File: config.mk
export PLATFORM = sky130hd
export DESIGN_NAME = lwstat_ctrl
export DESIGN_NICKNAME = d
export VERILOG_FILES = /design/src/latency_window_statistics_defines.svh /design/src/lwstat_pkg.sv /design/src/lwstat_ctrl.sv
export SDC_FILE = /design/constraint.sdc
export NUM_CORES = 1
export LEC_CHECK = 0
export BUFFER_PORTS_ARGS = -buffer_cell sky130_fd_sc_hd__buf_2
export CAP_MARGIN = 10
export CORE_AREA = 3 3 40 42
export DETAILED_ROUTE_END_ITERATION = 7
export DIE_AREA = 0 0 43 45
export GPL_ROUTABILITY_DRIVEN = 0
export GPL_TIMING_DRIVEN = 0
export PLACE_DENSITY = 0.66
export SETUP_SLACK_MARGIN = 0.4
export SLEW_MARGIN = 20
export SYNTH_ARGS = -nofsm -noshare
export SYNTH_HDL_FRONTEND = slang
export SYNTH_SLANG_ARGS = --single-unit
File: constraint.sdc
create_clock -name clk -period 1.2 [get_ports clk]
set_input_delay 0.06 -clock clk [delete_from_list [all_inputs] [get_ports clk]]
set_output_delay 0.06 -clock clk [all_outputs]
set_load 0.02 [all_outputs]
File: src/latency_window_statistics_defines.svh
// ----------------------------------------------------------------------------
// latency window statistics assertion macros
// concurrent checks on the top level ports, clocked by clk, off during reset
// ----------------------------------------------------------------------------
`ifndef LATENCY_WINDOW_STATISTICS_DEFINES_SVH
`define LATENCY_WINDOW_STATISTICS_DEFINES_SVH

// same-cycle implication
`define LWS_ASSERT_NOW(label, ante, cons) \
	label: assert property (@(posedge clk) disable iff (!arst_n) (ante) |-> (cons)) \
		else $error("latency window statistics check failed");

// next-cycle implication
`define LWS_ASSERT_NEXT(label, ante, cons) \
	label: assert property (@(posedge clk) disable iff (!arst_n) (ante) |=> (cons)) \
		else $error("latency window statistics check failed");

`endif

File: src/lwstat_pkg.sv
// ----------------------------------------------------------------------------
// lwstat_pkg
// shared types and constants of the latency window statistics block
// ----------------------------------------------------------------------------
`default_nettype none

package lwstat_pkg;

	localparam int DIV_NW = 64;
	localparam int DIV_DW = 48;

	localparam logic [17:0] RATE_SCALE = 18'd256000;
	localparam logic [47:0] RATE_SAT   = 48'hFFFF_FFFF_FFFF;
	localparam logic [31:0] COUNT_SAT  = 32'hFFFF_FFFF;

	localparam logic REQ_RECORD = 1'b0;
	localparam logic REQ_QUERY  = 1'b1;

	localparam logic DIV_SEL_MEAN = 1'b0;
	localparam logic DIV_SEL_RATE = 1'b1;

	typedef enum logic [3:0] {
		ST_IDLE,
		ST_REC_RD,
		ST_REC_UPD,
		ST_MEAN,
		ST_MEAN_WAIT,
		ST_RATE_MUL,
		ST_RATE,
		ST_RATE_WAIT,
		ST_SEL_K,
		ST_SEL_SCAN,
		ST_SEL_DRAIN,
		ST_SEL_BIT,
		ST_OUT
	} lwstat_state_t;

	typedef struct packed {
		logic capture;
		logic rd_wp;
		logic rec_update;
		logic div_start;
		logic div_sel;
		logic mean_store;
		logic rate_mul;
		logic rate_store;
		logic sel_init;
		logic scan_rd;
		logic sel_bit;
	} lwstat_cmd_t;

	typedef struct packed {
		logic req;
		logic len_zero;
		logic div_done;
		logic rate_div;
		logic scan_last;
		logic bit_zero;
	} lwstat_status_t;

endpackage

`default_nettype wire

File: src/lwstat_ctrl.sv
// ----------------------------------------------------------------------------
// lwstat_ctrl
// sequencer for record update, mean and rate division and percentile select
// ----------------------------------------------------------------------------
`default_nettype none

module lwstat_ctrl import lwstat_pkg::*; (
	input  wire logic           clk,
	input  wire logic           arst_n,
	input  wire logic           start,
	output logic                busy,
	output logic                done,
	output lwstat_cmd_t         cmd,
	input  wire lwstat_status_t sts
);

	lwstat_state_t state_q, state_d;

	always_ff @(posedge clk or negedge arst_n) begin
		if (!arst_n) begin
			state_q <= ST_IDLE;
		end else begin
			state_q <= state_d;
		end
	end

	always_comb begin
		state_d = state_q;
		cmd = '0;
		busy = 1'b1;
		done = 1'b0;
		case (state_q)
			ST_IDLE: begin
				busy = 1'b0;
				if (start) begin
					cmd.capture = 1'b1;
					state_d = ST_REC_RD;
				end
			end
			ST_REC_RD: begin
				if (sts.req == REQ_QUERY) begin
					state_d = sts.len_zero ? ST_RATE_MUL : ST_MEAN;
				end else begin
					cmd.rd_wp = 1'b1;
					state_d = ST_REC_UPD;
				end
			end
			ST_REC_UPD: begin
				cmd.rec_update = 1'b1;
				state_d = ST_MEAN;
			end
			ST_MEAN: begin
				cmd.div_start = 1'b1;
				cmd.div_sel = DIV_SEL_MEAN;
				state_d = ST_MEAN_WAIT;
			end
			ST_MEAN_WAIT: begin
				if (sts.div_done) begin
					cmd.mean_store = 1'b1;
					state_d = ST_RATE_MUL;
				end
			end
			ST_RATE_MUL: begin
				cmd.rate_mul = 1'b1;
				if (sts.rate_div) begin
					state_d = ST_RATE;
				end else if (sts.req == REQ_QUERY && !sts.len_zero) begin
					state_d = ST_SEL_K;
				end else begin
					state_d = ST_OUT;
				end
			end
			ST_RATE: begin
				cmd.div_start = 1'b1;
				cmd.div_sel = DIV_SEL_RATE;
				state_d = ST_RATE_WAIT;
			end
			ST_RATE_WAIT: begin
				if (sts.div_done) begin
					cmd.rate_store = 1'b1;
					if (sts.req == REQ_QUERY && !sts.len_zero) begin
						state_d = ST_SEL_K;
					end else begin
						state_d = ST_OUT;
					end
				end
			end
			ST_SEL_K: begin
				cmd.sel_init = 1'b1;
				state_d = ST_SEL_SCAN;
			end
			ST_SEL_SCAN: begin
				cmd.scan_rd = 1'b1;
				if (sts.scan_last) begin
					state_d = ST_SEL_DRAIN;
				end
			end
			ST_SEL_DRAIN: begin
				state_d = ST_SEL_BIT;
			end
			ST_SEL_BIT: begin
				cmd.sel_bit = 1'b1;
				state_d = sts.bit_zero ? ST_OUT : ST_SEL_SCAN;
			end
			ST_OUT: begin
				done = 1'b1;
				state_d = ST_IDLE;
			end
			default: begin
				state_d = ST_IDLE;
			end
		endcase
	end

endmodule

`default_nettype wire

Word level (Yosys, flattened, before mapping). Cells that the tools add are included.

Equal/unequal tests: 16. Multiplexer cells: 25. Reduce and logical (&&, ||, !) cells: 4.

Operators by type and width (number): 4-bit case mux with 12 select lines (1); 4-bit equality test, second input constant (5); 4-bit two-way mux (5); 4-bit by 3-bit equality test with 1-bit output, second input constant (4); 1-bit two-way mux (14); 3-bit two-way mux (4); 4-bit by 2-bit equality test with 1-bit output, second input constant (2); 2-bit inequality test, second input constant (4); 4-bit by 1-bit equality test with 1-bit output, second input constant (1); 4-bit logical NOT (1); 2-bit case mux with 2 select lines (1); 4-bit AND reduction (1); 1-bit logical AND (1); 1-bit logical NOT (1).

Register bits after elaboration: 4. Input port bits: 9. Logic and storage cells: 46.

Depth between registers and ports, before layout.
Depth in word-level cells: 5. Mapped depth: 5. Depth with buffers taken out: 4.

Worst setup path before layout. OpenSTA, ideal clock, no wires.

Kind: register -> output. Start: register state_q[1]. End: output cmd[9] (netlist bit). Arrival: 1.362 ns. Slack: -0.222 ns. Cell stages (with the launch flop): 4. Cells stage by stage: dfrtp_1 buf_2 nand2b_1 nor4_1.

RTL lines: start, declared (line lwstat_ctrl.sv:17) `lwstat_state_t state_q, state_d;`; start signal, assigned (line lwstat_ctrl.sv:23) `state_q <= state_d;`; end, declared (line lwstat_ctrl.sv:13) `output lwstat_cmd_t cmd,`.

==> metrics.txt <==
status finished with violations; failing checks negative setup slack; startpoint types register; Die Y roughly 45 um; Power Dens Cells 2828 nW/um^2; DRT Pass-1 Iters 4; vias 631; Gate Count Post-Synth 60; clock slew at reported path FFs approximately 0.040 ns; Design Area, Final about 1000 um^2; CP arrival between 1 and 1.5 ns; effective utilization at floorplan 0.3476; max_slew headroom 0.7462; final setup margin -0.2383 ns; Ys Warns 0; gr usage total 0.2070; Max Fanout on Critical Path 6; top cells by area, synth dfrtp_1 22%, nor2_1 7.6%, nand2b_1 7.0%, buf_2 4.5%, nand2_1 4.2%; most frequent cell after synthesis nor2_1; CP Capture Type output pin; antenna cell count 0; CTS buffer count 3; Post-synth EDFFs 0; largest net degree at the start of global routing 9; Final Non-Filler Cells ~120; Top reg by flops state_q; Via density ~5.4; Most used DFF post-synth dfrtp_1; NumNets Final 113; maximum buffer depth of the clock tree 2; library cells used by synthesis 32; biggest regs state_q (4); Critical Path RT between 1 and 1.5 ns; measured slew at the worst slew-check pin between 0.3 and 0.4 ns; number of synthesized register bits 4; DRT iter0 DRCs 25; maximum vdd drop 1.600 mV; share of cells above drive strength 1 0.7451; Largest register FFs 4; post-DP HPWL between 1000 and 1500 um; pins over their slew limit 0; Fill cells 75; vias in the first global route 635; clock latency on the worst-skew pair 0.24 ns; CTS root buf clkbuf_4; average size of a mapped cell approximately 7.4 um^2; initial antenna violation count 0; drt total wl 1808 um; post-synth net total 69; routed len/inst 15.45 um; die width about 43 um; FFs w/ async S/R, synth 1.000; fin crit share 1.199; GR Overflow Total 0; Seq/Total Area, Yosys 0.2241; Site Rows 13; fin crit period 1.438 ns; Die ar. 1935 um^2; TritonCTS clock tree done; Hold Worst Slack roughly 0.15 ns; DRC 0; area of placed instances about 700 um^2; Pleak about 0.47 nW; Synth Cell Area 446.7 um^2; Final Hold Fails 0; Final setup violation count 17; clock skew after layout between 0.009 and 0.01 ns; placed insts 96; worst hold path class primary input to asynchronous set/reset pin; remaining antenna violation count 0; global-route wire length before repair about 3000 um; number of I/O port buffers 21; Fmax just under 0.7 GHz; Setup CP Type register to output pin; I/O pin total 22; r2r setup slk -0.20 ns; Core Box Area roughly 1300 um^2; setup_tns -2.752 ns; Layout area overhead 134.5%; commonest cells in the netlist 9 x nor2_1, 5 x nand2_1, 5 x nand2b_1; Max-cap violations 0; H-tree Lvls 1; CTS sink count 4; Synth top area share 0.2241; cell taking the most area after synthesis dfrtp_1; post-route total power between 2 and 3 mW; RSZ-0062 raised after global routing true
-- logic make-up after synthesis --
logic type,after synthesis,synth area share
mux,1,0.02521
simple gates,35,0.4426
buf+inv,6,0.06441
compound gates,13,0.2241
xor+xnor,1,0.01961
flops,4,0.2241
-- stage by stage --
step | util | worst slack (ns)
after detailed placement | 0.5443 | -0.1993
after floorplan | - | -0.05645
after global placement | 0.5443 | -0.1962
after global routing | 0.8150 | -0.2809
final | 0.8150 | -0.2383
after CTS | 0.7575 | -0.2042
-- worst max-delay path, cell delays in order (launching register included) --
cell	delay, ns
dfrtp_2	0.45
buf_6	0.15
buf_6	0.12
nor4_4	0.23
buf_4	0.19
-- placed cells by master (no fill, tap or decap), types with 2 or more instances in the layout --
master    instances
buf_2            10
nand2b_4          4
nor3_2            2
nand2_2           2
nor2_4            5
buf_8             3
buf_4            15
dfrtp_2           3
nand2_1           2
nor2_1            2
a21oi_1           2
nor2_2            2
buf_6            13
clkbuf_4          3
o21ai_1           2
-- layer usage --
layer | wire [um] | part of all wire | up-vias | track usage
met5 | 0 | 0 | - | 0
met4 | 0 | 0 | 0 | 0.05422
met3 | 122 | 0.067 | 0 | 0.05976
met2 | 876 | 0.48 | 32 | 0.3323
met1 | 809 | 0.45 | 293 | 0.2743
li1 | - | - | 306 | -
-- power breakdown --
| part | leakage, nW | switching, mW | internal, mW |
|---|---|---|---|
| Sequential | 0.0453 | 0.124 | 0.214 |
| Clock | 0.0138 | 0.0581 | 0.112 |
| Combinational | 0.411 | 1.15 | 1.30 |
-- path summary, 6_finish.rpt --
kind	startpoint	to	cells past startpoint
max in group asynchronous	arst_n	state_q[3]	2
setup / recovery	state_q[2]	cmd[9]	4
setup reg to reg	state_q[0]	state_q[1]	5
hold reg to reg	state_q[0]	state_q[0]	4
min in group clk	sts[2]	state_q[3]	4
hold / removal	arst_n	state_q[2]	2
-- area by class of cell --
class                   count  area (um^2)  share of cell area
multi-input cells          50        486.7              0.4648
repair buffers             39        344.1              0.3286
flip-flops and latches      4        103.9             0.09916
plain buffers               5        67.56             0.06452
clock buffers               3        22.52             0.02151
well taps                  15        18.77             0.01792
inverters                   1        3.754            0.003584
-- repair_timing --
item,CTS,global route
hold buffers,1,0
pin swaps,5,2
cloned,2,0
endpoints found under the setup margin,17,17
buffers inserted,12,3
gates resized for setup,39,11
endpoints found under the hold margin,4,0
(Power assumes the default switching activity.)
